**src/sv/modbus_rtu_frame_responder_macros.svh**
```systemverilog
// Assertion macros used by the frame responder back end.
`ifndef MODBUS_RTU_FRAME_RESPONDER_MACROS_SVH
`define MODBUS_RTU_FRAME_RESPONDER_MACROS_SVH

`ifndef ASSERT_OFF

`define ASSERT_IMPLY(label, clk, rst, pre, post) \
   label: assert property (@(posedge clk) disable iff (rst) (pre) |-> (post)) \
      else $error("assertion failed");

`define ASSERT_NEXT(label, clk, rst, pre, post) \
   label: assert property (@(posedge clk) disable iff (rst) (pre) |=> (post)) \
      else $error("assertion failed");

`else

`define ASSERT_IMPLY(label, clk, rst, pre, post)

`define ASSERT_NEXT(label, clk, rst, pre, post)

`endif

`endif

```
**src/sv/mrfr_pkg.sv**
```systemverilog
// Shared types, constants and the CRC byte update of the frame responder.
package mrfr_pkg;

   localparam int RxBufSizeDefault = 256;
   localparam int HdrLen = 10;
   localparam int HdrIdxWidth = 4;
   localparam int MinFrameLen = 4;
   localparam int OtaStartLen = 12;

   localparam int QueueDepth = 2;
   localparam int QueueIdxWidth = 1;

   localparam int ReplyIdxWidth = 3;
   localparam logic [ReplyIdxWidth-1:0] ReplyIdxDevice = 3'd0;
   localparam logic [ReplyIdxWidth-1:0] ReplyIdxFunc = 3'd1;
   localparam logic [ReplyIdxWidth-1:0] ReplyIdxSub1 = 3'd2;
   localparam logic [ReplyIdxWidth-1:0] ReplyIdxSub2 = 3'd3;
   localparam logic [ReplyIdxWidth-1:0] ReplyIdxCrcLow = 3'd4;
   localparam logic [ReplyIdxWidth-1:0] ReplyIdxCrcHigh = 3'd5;

   localparam int CsrIndexWidth = 1;
   localparam logic [CsrIndexWidth-1:0] CsrOwnDeviceId = 1'b0;
   localparam logic [CsrIndexWidth-1:0] CsrMatchAddress = 1'b1;
   localparam logic [7:0] OwnDeviceIdReset = 8'h01;
   localparam logic [7:0] MatchAddressReset = 8'h00;

   localparam logic OpRxByte = 1'b0;
   localparam logic OpFrameEnd = 1'b1;

   localparam logic [7:0] FuncHandshake = 8'h01;
   localparam logic [7:0] FuncOta = 8'h02;
   localparam logic [7:0] SubZero = 8'h00;
   localparam logic [7:0] SubOne = 8'h01;

   localparam logic [15:0] CrcInit = 16'hFFFF;
   localparam logic [15:0] CrcPoly = 16'hA001;

   localparam logic [2:0] StReplied = 3'd0;
   localparam logic [2:0] StValidNoReply = 3'd1;
   localparam logic [2:0] StBadLength = 3'd2;
   localparam logic [2:0] StCrcError = 3'd3;
   localparam logic [2:0] StAddrMismatch = 3'd4;
   localparam logic [2:0] StOtaTooShort = 3'd5;

   typedef struct packed {
      logic [7:0] own_device_id;
      logic [7:0] match_address;
   } cfg_type;

   typedef struct packed {
      logic        reply;
      logic [2:0]  status;
      logic [7:0]  func;
      logic [7:0]  sub1;
      logic [7:0]  sub2;
      logic        link;
      logic        is_start;
      logic [31:0] ota_size;
      logic [15:0] ota_crc;
   } job_type;

   function automatic logic [15:0] crc_feed(input logic [15:0] crc, input logic [7:0] data);
      logic [15:0] c;
      c = crc ^ {8'h00, data};
      for (int i = 0; i < 8; i++) begin
         if (c[0]) begin
            c = (c >> 1) ^ CrcPoly;
         end else begin
            c = c >> 1;
         end
      end
      return c;
   endfunction

endpackage

```
**src/sv/modbus_rtu_frame_responder.sv**
```systemverilog
// Top level of the Modbus RTU frame responder with its configuration registers.
//
// The req channel carries received UART bytes (opcode 0) and frame-end events
// (opcode 1, line idle). An item is taken when req_valid is high and req_stall
// is low. The front end takes one item per cycle while req_stall is low; bytes
// past RX_BUF_SIZE are dropped. A frame end after one or more bytes is
// classified in its own cycle and queued as a job. The rsp channel gives one
// status item per rejected or reply-less frame, or six items carrying the reply
// frame. A job passes through the queue, the job register and the single output
// register of the back end; reply items follow one per cycle while rsp_stall is
// low, and the next job leaves the two-entry queue only when the back end is idle.
// When rsp_stall is held the back end waits, the queue fills, and once it
// is full req_stall is raised until an entry drains.
// The csr channel is always ready; index 0 is own_device_id, index 1 is
// match_address. Reset clears the count, link flag, queue and output valid,
// sets the CRC to its initial value and loads the register reset values.
module modbus_rtu_frame_responder
   import mrfr_pkg::*;
#(
   parameter int RX_BUF_SIZE = RxBufSizeDefault
) (
   input  logic                     clock,
   input  logic                     reset,
   input  logic                     req_valid,
   output logic                     req_stall,
   input  logic                     req_opcode,
   input  logic [7:0]               req_rx_byte,
   output logic                     rsp_valid,
   input  logic                     rsp_stall,
   output logic                     rsp_has_byte,
   output logic [7:0]               rsp_tx_byte,
   output logic                     rsp_last,
   output logic [2:0]               rsp_status,
   output logic                     rsp_link_state,
   output logic                     rsp_ota_begin,
   output logic [31:0]              rsp_ota_size,
   output logic [15:0]              rsp_ota_crc,
   input  logic                     csr_valid,
   output logic                     csr_ready,
   input  logic [CsrIndexWidth-1:0] csr_index,
   input  logic [7:0]               csr_wdata
);

   cfg_type cfg_ff;
   logic    q_push, q_full, q_pop, q_not_empty;
   job_type push_job, pop_job;

   assign csr_ready = 1'b1;

   always_ff @(posedge clock) begin
      if (reset) begin
         cfg_ff.own_device_id <= OwnDeviceIdReset;
         cfg_ff.match_address <= MatchAddressReset;
      end else if (csr_valid && csr_ready) begin
         if (csr_index == CsrOwnDeviceId) begin
            cfg_ff.own_device_id <= csr_wdata;
         end else if (csr_index == CsrMatchAddress) begin
            cfg_ff.match_address <= csr_wdata;
         end
      end
   end

   mrfr_front #(
      .RX_BUF_SIZE(RX_BUF_SIZE)
   ) u_front (
      .clock      (clock),
      .reset      (reset),
      .cfg        (cfg_ff),
      .req_valid  (req_valid),
      .req_stall  (req_stall),
      .req_opcode (req_opcode),
      .req_rx_byte(req_rx_byte),
      .q_full     (q_full),
      .q_push     (q_push),
      .q_job      (push_job)
   );

   mrfr_queue u_queue (
      .clock    (clock),
      .reset    (reset),
      .push     (q_push),
      .push_job (push_job),
      .full     (q_full),
      .pop      (q_pop),
      .not_empty(q_not_empty),
      .pop_job  (pop_job)
   );

   mrfr_back u_back (
      .clock         (clock),
      .reset         (reset),
      .cfg           (cfg_ff),
      .q_valid       (q_not_empty),
      .q_job         (pop_job),
      .q_pop         (q_pop),
      .rsp_valid     (rsp_valid),
      .rsp_stall     (rsp_stall),
      .rsp_has_byte  (rsp_has_byte),
      .rsp_tx_byte   (rsp_tx_byte),
      .rsp_last      (rsp_last),
      .rsp_status    (rsp_status),
      .rsp_link_state(rsp_link_state),
      .rsp_ota_begin (rsp_ota_begin),
      .rsp_ota_size  (rsp_ota_size),
      .rsp_ota_crc   (rsp_ota_crc)
   );

endmodule

```
**src/sv/mrfr_front.sv**
```systemverilog
// Front end: collects frame bytes, runs the CRC and classifies each frame end.
module mrfr_front
   import mrfr_pkg::*;
#(
   parameter int RX_BUF_SIZE = RxBufSizeDefault
) (
   input  logic       clock,
   input  logic       reset,
   input  cfg_type    cfg,
   input  logic       req_valid,
   output logic       req_stall,
   input  logic       req_opcode,
   input  logic [7:0] req_rx_byte,
   input  logic       q_full,
   output logic       q_push,
   output job_type    q_job
);

   localparam int CountWidth = $clog2(RX_BUF_SIZE + 1);

   logic [7:0]            hdr_ff [HdrLen];
   logic [CountWidth-1:0] count_ff, count_in;
   logic [15:0]           crc_ff, crc_in;
   logic                  link_ff, link_in;
   logic                  accept, take_byte, frame_end;
   job_type               job;

   assign req_stall = q_full;
   assign accept    = req_valid && !q_full;
   assign frame_end = accept && (req_opcode == OpFrameEnd);
   assign take_byte = accept && (req_opcode == OpRxByte) && (count_ff < CountWidth'(RX_BUF_SIZE));
   assign q_push    = frame_end && (count_ff != '0);
   assign q_job     = job;

   always_comb begin
      job          = '0;
      job.func     = hdr_ff[1];
      job.sub1     = hdr_ff[2];
      job.sub2     = hdr_ff[3];
      job.status   = StValidNoReply;
      link_in      = link_ff;
      priority if (count_ff < CountWidth'(MinFrameLen)) begin
         job.status = StBadLength;
      end else if (crc_ff != 16'h0000) begin
         job.status = StCrcError;
      end else if (hdr_ff[0] != cfg.match_address) begin
         job.status = StAddrMismatch;
      end else if (hdr_ff[1] == FuncHandshake) begin
         if (hdr_ff[2] == SubZero && hdr_ff[3] == SubZero) begin
            job.reply = 1'b1;
         end else if (hdr_ff[2] == SubZero && hdr_ff[3] == SubOne) begin
            job.reply = 1'b1;
            link_in   = 1'b1;
         end else if (hdr_ff[2] == SubOne && hdr_ff[3] == SubOne) begin
            job.reply = 1'b1;
            link_in   = 1'b0;
         end
      end else if (hdr_ff[1] == FuncOta) begin
         if (hdr_ff[2] == SubZero && hdr_ff[3] == SubZero) begin
            if (count_ff < CountWidth'(OtaStartLen)) begin
               job.status = StOtaTooShort;
            end else begin
               job.reply    = 1'b1;
               job.is_start = 1'b1;
               job.ota_size = {hdr_ff[4], hdr_ff[5], hdr_ff[6], hdr_ff[7]};
               job.ota_crc  = {hdr_ff[8], hdr_ff[9]};
            end
         end else if (hdr_ff[2] == SubZero && hdr_ff[3] == SubOne) begin
            job.reply = 1'b1;
         end
      end
      if (job.reply) begin
         job.status = StReplied;
      end
      job.link = link_in;

      count_in = count_ff;
      crc_in   = crc_ff;
      if (frame_end) begin
         count_in = '0;
         crc_in   = CrcInit;
      end else if (take_byte) begin
         count_in = count_ff + CountWidth'(1);
         crc_in   = crc_feed(crc_ff, req_rx_byte);
      end
   end

   always_ff @(posedge clock) begin
      if (reset) begin
         count_ff <= '0;
         crc_ff   <= CrcInit;
         link_ff  <= 1'b0;
      end else begin
         count_ff <= count_in;
         crc_ff   <= crc_in;
         if (q_push) begin
            link_ff <= link_in;
         end
      end
   end

   always_ff @(posedge clock) begin
      if (take_byte && count_ff < CountWidth'(HdrLen)) begin
         hdr_ff[count_ff[HdrIdxWidth-1:0]] <= req_rx_byte;
      end
   end

endmodule

```
**src/sv/mrfr_queue.sv**
```systemverilog
// Short job queue between the frame classifier and the reply sender.
module mrfr_queue
   import mrfr_pkg::*;
(
   input  logic    clock,
   input  logic    reset,
   input  logic    push,
   input  job_type push_job,
   output logic    full,
   input  logic    pop,
   output logic    not_empty,
   output job_type pop_job
);

   job_type                  mem_ff [QueueDepth];
   logic [QueueIdxWidth-1:0] wr_ptr_ff, rd_ptr_ff;
   logic [QueueIdxWidth:0]   count_ff, count_in;
   logic                     do_push, do_pop;

   assign full      = (count_ff == (QueueIdxWidth+1)'(QueueDepth));
   assign not_empty = (count_ff != '0);
   assign do_push   = push && !full;
   assign do_pop    = pop && not_empty;
   assign pop_job   = mem_ff[rd_ptr_ff];

   always_comb begin
      count_in = count_ff;
      if (do_push && !do_pop) begin
         count_in = count_ff + (QueueIdxWidth+1)'(1);
      end else if (do_pop && !do_push) begin
         count_in = count_ff - (QueueIdxWidth+1)'(1);
      end
   end

   always_ff @(posedge clock) begin
      if (reset) begin
         wr_ptr_ff <= '0;
         rd_ptr_ff <= '0;
         count_ff  <= '0;
      end else begin
         count_ff <= count_in;
         if (do_push) begin
            wr_ptr_ff <= wr_ptr_ff + QueueIdxWidth'(1);
         end
         if (do_pop) begin
            rd_ptr_ff <= rd_ptr_ff + QueueIdxWidth'(1);
         end
      end
   end

   always_ff @(posedge clock) begin
      if (do_push) begin
         mem_ff[wr_ptr_ff] <= push_job;
      end
   end

endmodule

```
**src/sv/mrfr_back.sv**
```systemverilog
// Back end: turns queued jobs into status items or six-byte reply frames.
module mrfr_back
   import mrfr_pkg::*;
(
   input  logic        clock,
   input  logic        reset,
   input  cfg_type     cfg,
   input  logic        q_valid,
   input  job_type     q_job,
   output logic        q_pop,
   output logic        rsp_valid,
   input  logic        rsp_stall,
   output logic        rsp_has_byte,
   output logic [7:0]  rsp_tx_byte,
   output logic        rsp_last,
   output logic [2:0]  rsp_status,
   output logic        rsp_link_state,
   output logic        rsp_ota_begin,
   output logic [31:0] rsp_ota_size,
   output logic [15:0] rsp_ota_crc
);

   `include "modbus_rtu_frame_responder_macros.svh"

   logic                     busy_ff, busy_in;
   logic [ReplyIdxWidth-1:0] idx_ff, idx_in;
   job_type                  job_ff, job_in;
   logic [15:0]              crc_ff, crc_in;
   logic                     rsp_valid_ff, rsp_valid_in;
   logic                     has_byte_ff, last_ff, ota_begin_ff, link_ff;
   logic [7:0]               tx_byte_ff;
   logic [2:0]               status_ff;
   logic [31:0]              ota_size_ff;
   logic [15:0]              ota_crc_ff;
   logic                     out_free, emit, item_last;
   logic [7:0]               cur_byte;

   assign out_free  = !rsp_valid_ff || !rsp_stall;
   assign q_pop     = !busy_ff && q_valid;
   assign emit      = busy_ff && out_free;
   assign item_last = !job_ff.reply || (idx_ff == ReplyIdxCrcHigh);

   always_comb begin
      unique case (idx_ff)
         ReplyIdxDevice:  cur_byte = cfg.own_device_id;
         ReplyIdxFunc:    cur_byte = job_ff.func;
         ReplyIdxSub1:    cur_byte = job_ff.sub1;
         ReplyIdxSub2:    cur_byte = job_ff.sub2;
         ReplyIdxCrcLow:  cur_byte = crc_ff[7:0];
         ReplyIdxCrcHigh: cur_byte = crc_ff[15:8];
         default:         cur_byte = 8'h00;
      endcase
   end

   always_comb begin
      busy_in      = busy_ff;
      idx_in       = idx_ff;
      job_in       = job_ff;
      crc_in       = crc_ff;
      rsp_valid_in = rsp_valid_ff && rsp_stall;
      if (q_pop) begin
         job_in  = q_job;
         busy_in = 1'b1;
         idx_in  = ReplyIdxDevice;
      end else if (emit) begin
         rsp_valid_in = 1'b1;
         if (item_last) begin
            busy_in = 1'b0;
         end else begin
            idx_in = idx_ff + ReplyIdxWidth'(1);
         end
         if (idx_ff < ReplyIdxCrcLow) begin
            crc_in = crc_feed((idx_ff == ReplyIdxDevice) ? CrcInit : crc_ff, cur_byte);
         end
      end
   end

   always_ff @(posedge clock) begin
      if (reset) begin
         busy_ff      <= 1'b0;
         idx_ff       <= '0;
         rsp_valid_ff <= 1'b0;
      end else begin
         busy_ff      <= busy_in;
         idx_ff       <= idx_in;
         rsp_valid_ff <= rsp_valid_in;
      end
   end

   always_ff @(posedge clock) begin
      job_ff <= job_in;
      crc_ff <= crc_in;
      if (emit) begin
         has_byte_ff  <= job_ff.reply;
         tx_byte_ff   <= job_ff.reply ? cur_byte : 8'h00;
         last_ff      <= item_last;
         status_ff    <= job_ff.status;
         link_ff      <= job_ff.link;
         ota_begin_ff <= item_last && job_ff.is_start;
         ota_size_ff  <= (item_last && job_ff.reply) ? job_ff.ota_size : 32'h0;
         ota_crc_ff   <= (item_last && job_ff.reply) ? job_ff.ota_crc : 16'h0;
      end
   end

   assign rsp_valid      = rsp_valid_ff;
   assign rsp_has_byte   = has_byte_ff;
   assign rsp_tx_byte    = tx_byte_ff;
   assign rsp_last       = last_ff;
   assign rsp_status     = status_ff;
   assign rsp_link_state = link_ff;
   assign rsp_ota_begin  = ota_begin_ff;
   assign rsp_ota_size   = ota_size_ff;
   assign rsp_ota_crc    = ota_crc_ff;

   `ASSERT_IMPLY(a_more_items_pending, clock, reset, rsp_valid_ff && !last_ff, busy_ff)
   `ASSERT_IMPLY(a_status_item_is_last, clock, reset, rsp_valid_ff && !has_byte_ff, last_ff)
   `ASSERT_IMPLY(a_ota_begin_on_last_byte, clock, reset, rsp_valid_ff && ota_begin_ff,
                 last_ff && has_byte_ff)
   `ASSERT_IMPLY(a_status_job_single_step, clock, reset, busy_ff && !job_ff.reply,
                 idx_ff == ReplyIdxDevice)
   `ASSERT_NEXT(a_reply_bytes_contiguous, clock, reset,
                rsp_valid_ff && !rsp_stall && !last_ff, rsp_valid_ff)

endmodule

```
**config.mk**
```make
export PLATFORM = sky130hd
export DESIGN_NAME = modbus_rtu_frame_responder
export DESIGN_NICKNAME = d
export VERILOG_FILES = /design/src/sv/mrfr_pkg.sv /design/src/sv/modbus_rtu_frame_responder.sv /design/src/sv/mrfr_front.sv /design/src/sv/mrfr_queue.sv /design/src/sv/mrfr_back.sv
export VERILOG_INCLUDE_DIRS = /design/src /design/src/sv
export SDC_FILE = /design/constraint.sdc
export NUM_CORES = 1
export LEC_CHECK = 0
export ABC_AREA = 0
export BUFFER_PORTS_ARGS = -buffer_cell sky130_fd_sc_hd__buf_2
export CAP_MARGIN = 15
export CORE_MARGIN = 2
export CORE_UTILIZATION = 45
export DETAILED_ROUTE_END_ITERATION = 10
export PLACE_DENSITY = 0.7
export SYNTH_ARGS = -nofsm -noshare
export SYNTH_HDL_FRONTEND = slang
export SYNTH_SLANG_ARGS = --single-unit
```
**constraint.sdc**
```tcl
create_clock -name clock -period 10.1 [get_ports clock]
set_clock_uncertainty 0.2 [all_clocks]
set_input_delay 2.02 -clock clock [delete_from_list [all_inputs] [get_ports clock]]
set_output_delay 2.02 -clock clock [all_outputs]
set_load 0.03 [all_outputs]
```
==> metrics.yaml <==
run_status:
  run_status: "finished clean"
cells_and_area:
  finish.instance_area_um2: 19300
  area_delta_synth_final_pct: 14.7
  final.fill_count: 2896
  final_net_count: 1156
  layout_commonest_cell: "sky130_fd_sc_hd__edfxtp_1"
  drive_gt1_share_pct: 23.2
  final_cell_mix: "sky130_fd_sc_hd__edfxtp_1 (393), sky130_fd_sc_hd__and2_1 (107), sky130_fd_sc_hd__mux2_2 (87), sky130_fd_sc_hd__buf_2 (87), sky130_fd_sc_hd__nand2_1 (67)"
  finish.utilization_pct: 52.6
run:
  maxCapViolations: 0
power:
  power.static_leakage_uw: 0.00684
  total_switching_power_uw: 1230
  combPwrFrac_pct: 14.8
  clkPwrFrac_pct: 34.9
  pwr-share-seq_pct: 50.2
  vdd_ir_drop_max_mv: 0.181
  switching_share_pct: 25.7
  p_int_uw: 3580
  cellPowerDensity_nw_per_um2: 249
clock_network:
  tritoncts: "yes"
  clock_latency_ps: 560
  numClockSinks: 444
  postcts_resize_cnt: 0
  cts_hold_buffers: 0
  cts.htree.levels: 2
  cts_max_path_buffers: 3
  clk_pin_slew_ps: 60
  cts_made_buffers: 45
  clock_tree.root_cell: "sky130_fd_sc_hd__clkbuf_16"
  post_cts.repair.setup_buffers: 0
placement:
  dp.final_hpwl_um: 19000
  postPlaceCellArea_um2: 17800
  io_buffers: 87
  placer_s_final_routability_congestion_estimate: 0.794
die:
  floorplan.io_pins: 89
  row_count: 70
  die_area_um2: 38900
  dieWidth_um: 197
  initial_utilization_pct: 45.8
  core_area_um2: 36700
  die_h_um: 197
setup_path:
  crit_path_max_cell_delay_ps: 780
  critical-path-slowest-cell: "sky130_fd_sc_hd__buf_4"
  required_ps: 10060
  timing.setup.critical_path_class: "input port to register"
  worstSetupEndpointType: "register"
  crit_path_max_delay_family: "buffers and inverters"
  startpoint_type: "input port"
  timing.critical_path.fanout_max: 78
  worst-path-buf-inv: 2
  timing.critical_path.arrival_ps: 3740
  ordered_cell_list_for_the_critical_path: "buf_2 > nand3_1 > a21oi_1 > nor2b_4 > buf_4"
global_routing:
  grt_antenna_before_repair: 1
  first_pass_grt_wire_length_um: 47200
  grt_pass1_vias: 8402
  pin_count_of_the_biggest_net_entering_global_routing: 80
  global_route_congestion_overflow_total: 0
  total_track_usage_pct: 15.8
timing:
  timing.fmax_mhz: 265
  fin_crit_share_pct: 37.4
  timing_max_transition_violations_final: 0
  fin_setup_tns_ps: 0
  max_slew_margin_pct: 26.7
  period_needed_ps: 3780
  unrepaired_setup_endpoints_after_global_routing: "false"
  report.final.hold_viol_count: 0
  worstMarginPinSlew_ps: 1100
  setup_violations: 0
drt:
  drt_pre_antenna_iters: 6
  routed_via_density: 5.09
  antenna_left: 0
  drt_first_iter_violations: 579
  drt-wirelength-per-cell_um: 18.7
  routed-via-count: 8284
  drc_errors: 0
  wirelength_um: 30400
logic_synthesis:
  yosysWarnings: 0
  synth_flop_cell: "sky130_fd_sc_hd__edfxtp_1"
  synth.ff_latch_count: 444
  syn-num-nets: 1052
  avgSynthCellArea_um2: 16.5
  post_synth_inst_count: 1019
  post_synthesis_cell_type_count: 49
  number_of_synthesized_flops_with_an_enable_pin: 393
  synth.cell_area_um2: 16800
  synthArstFlopShare_pct: 0
  synth_sequential_area_ratio_pct: 76.2
hold_path:
  holdCritPathClass: "register to register"
-- logic make-up after synthesis --
family / share of synthesized area [%]
muxes: 5.97
AOI/OAI and AO/OA: 2.70
DFF: 76.2
and+or+nand+nor: 9.11
buffers and inverters: 1.25
other: 0.0223
xor gates and xnor gates: 3.98
adders and majority gates: 0.744
-- worst paths after layout --
kind / startpoint / endpoint / slack (ps) / cells past startpoint
hold / removal: u_back.job_ff[49] / u_back.rsp_link_state / 230 / 0
setup / recovery: req_opcode / u_queue.mem_ff[0][31] / 6320 / 5
setup reg to reg: u_back.idx_ff[2] / u_back.crc_ff[0] / 6500 / 8
hold reg to reg: u_back.job_ff[49] / u_back.rsp_link_state / 230 / 0
-- per-stage QoR --
stage | instances | total power [uW] | hold slack [ps] | setup slack (ps)
2_1_floorplan | 1019 | 2970 | 200 | 3480
3_5_place_dp | 1544 | 3180 | 215 | 5790
4_1_cts | 1626 | 4860 | 227 | 6360
6_report | 1627 | 4810 | 229 | 6320
5_1_grt | 1626 | 5010 | 249 | 6180
3_3_place_gp | 1543 | 3170 | 207 | 5810
-- registers in the layout, summed over array words and instances, names as in the netlist, 2 cells and up --
register / count
cfg_ff: 16
u_queue.count_ff: 2
u_front.count_ff: 9
u_back.rsp_ota_crc: 16
u_front.hdr_ff: 80
u_front.crc_ff: 16
u_back.job_ff: 78
u_back.rsp_tx_byte: 8
u_back.rsp_status: 3
u_back.rsp_ota_size: 32
u_queue.mem_ff: 156
u_back.crc_ff: 16
u_back.idx_ff: 3
-- per-layer routing --
layer  up-vias  GRT usage (%)  wire length, um
li1       3960              -                -
met2       205           25.6            14800
met3        45           2.89             1570
met4         0           4.68              545
met5         -              0                0
met1      4074           21.8            13500
-- power groups by stage --
| stage | clock network (uW) | registers, uW | logic (uW) |
|---|---|---|---|
| 5_1_grt | 1790 | 2440 | 781 |
| 6_report | 1680 | 2420 | 713 |
| 2_1_floorplan | 0 | 2540 | 430 |
| 3_3_place_gp | 0 | 2460 | 712 |
| 4_1_cts | 1710 | 2420 | 729 |
| 3_5_place_dp | 0 | 2460 | 727 |
-- cell usage after synthesis, types with 2 or more instances --
| master | number | area, um^2 |
|---|---|---|
| sky130_fd_sc_hd__o211ai_1 | 9 | 67.6 |
| sky130_fd_sc_hd__o21ai_0 | 5 | 25.0 |
| sky130_fd_sc_hd__or3_1 | 3 | 18.8 |
| sky130_fd_sc_hd__nand3b_1 | 3 | 22.5 |
| sky130_fd_sc_hd__a22oi_1 | 7 | 52.6 |
| sky130_fd_sc_hd__nor2b_1 | 8 | 50.1 |
| sky130_fd_sc_hd__and2b_1 | 2 | 15.0 |
| sky130_fd_sc_hd__a31oi_1 | 2 | 12.5 |
| sky130_fd_sc_hd__xnor2_1 | 35 | 307 |
| sky130_fd_sc_hd__and3_1 | 7 | 43.8 |
| sky130_fd_sc_hd__nand2_1 | 67 | 251 |
| sky130_fd_sc_hd__a21oi_1 | 29 | 145 |
| sky130_fd_sc_hd__buf_1 | 4 | 15.0 |
| sky130_fd_sc_hd__ha_1 | 10 | 125 |
| sky130_fd_sc_hd__inv_1 | 11 | 41.3 |
| sky130_fd_sc_hd__edfxtp_1 | 393 | 11800 |
| sky130_fd_sc_hd__mux2_2 | 87 | 980 |
| sky130_fd_sc_hd__nand4_1 | 6 | 37.5 |
| sky130_fd_sc_hd__nor4_1 | 14 | 87.6 |
| sky130_fd_sc_hd__clkbuf_1 | 36 | 135 |
| sky130_fd_sc_hd__a21boi_0 | 2 | 15.0 |
| sky130_fd_sc_hd__nand3_1 | 19 | 95.1 |
| sky130_fd_sc_hd__xnor3_1 | 6 | 135 |
| sky130_fd_sc_hd__nor2_1 | 32 | 120 |
| sky130_fd_sc_hd__a222oi_1 | 6 | 60.1 |
| sky130_fd_sc_hd__or2_2 | 6 | 37.5 |
| sky130_fd_sc_hd__and2_1 | 108 | 676 |
| sky130_fd_sc_hd__dfxtp_1 | 51 | 1020 |
| sky130_fd_sc_hd__nand2b_1 | 6 | 37.5 |
| sky130_fd_sc_hd__xor2_1 | 26 | 228 |
-- layout make-up --
| cell class | instances | area, um^2 | share of cell area (%) |
|---|---|---|---|
| clock inverters | 28 | 329 | 1.71 |
| multi-input cells | 522 | 3800 | 19.7 |
| flip-flops and latches | 444 | 12800 | 66.5 |
| diodes | 1 | 2.50 | 0.0130 |
| clock buffers | 54 | 1180 | 6.12 |
| inverters | 11 | 41.3 | 0.214 |
| well taps | 468 | 586 | 3.03 |
| repair buffers | 99 | 526 | 2.72 |
-- worst reg2reg max path, stage by stage (launching register included) --
cell,delay (ps)
sky130_fd_sc_hd__dfxtp_1,320
sky130_fd_sc_hd__buf_4,280
sky130_fd_sc_hd__inv_1,80
sky130_fd_sc_hd__ha_1,330
sky130_fd_sc_hd__a222oi_1,690
sky130_fd_sc_hd__xor2_1,140
sky130_fd_sc_hd__o221ai_1,450
sky130_fd_sc_hd__xor2_1,380
sky130_fd_sc_hd__xnor3_1,470
(Power assumes the default switching activity.)
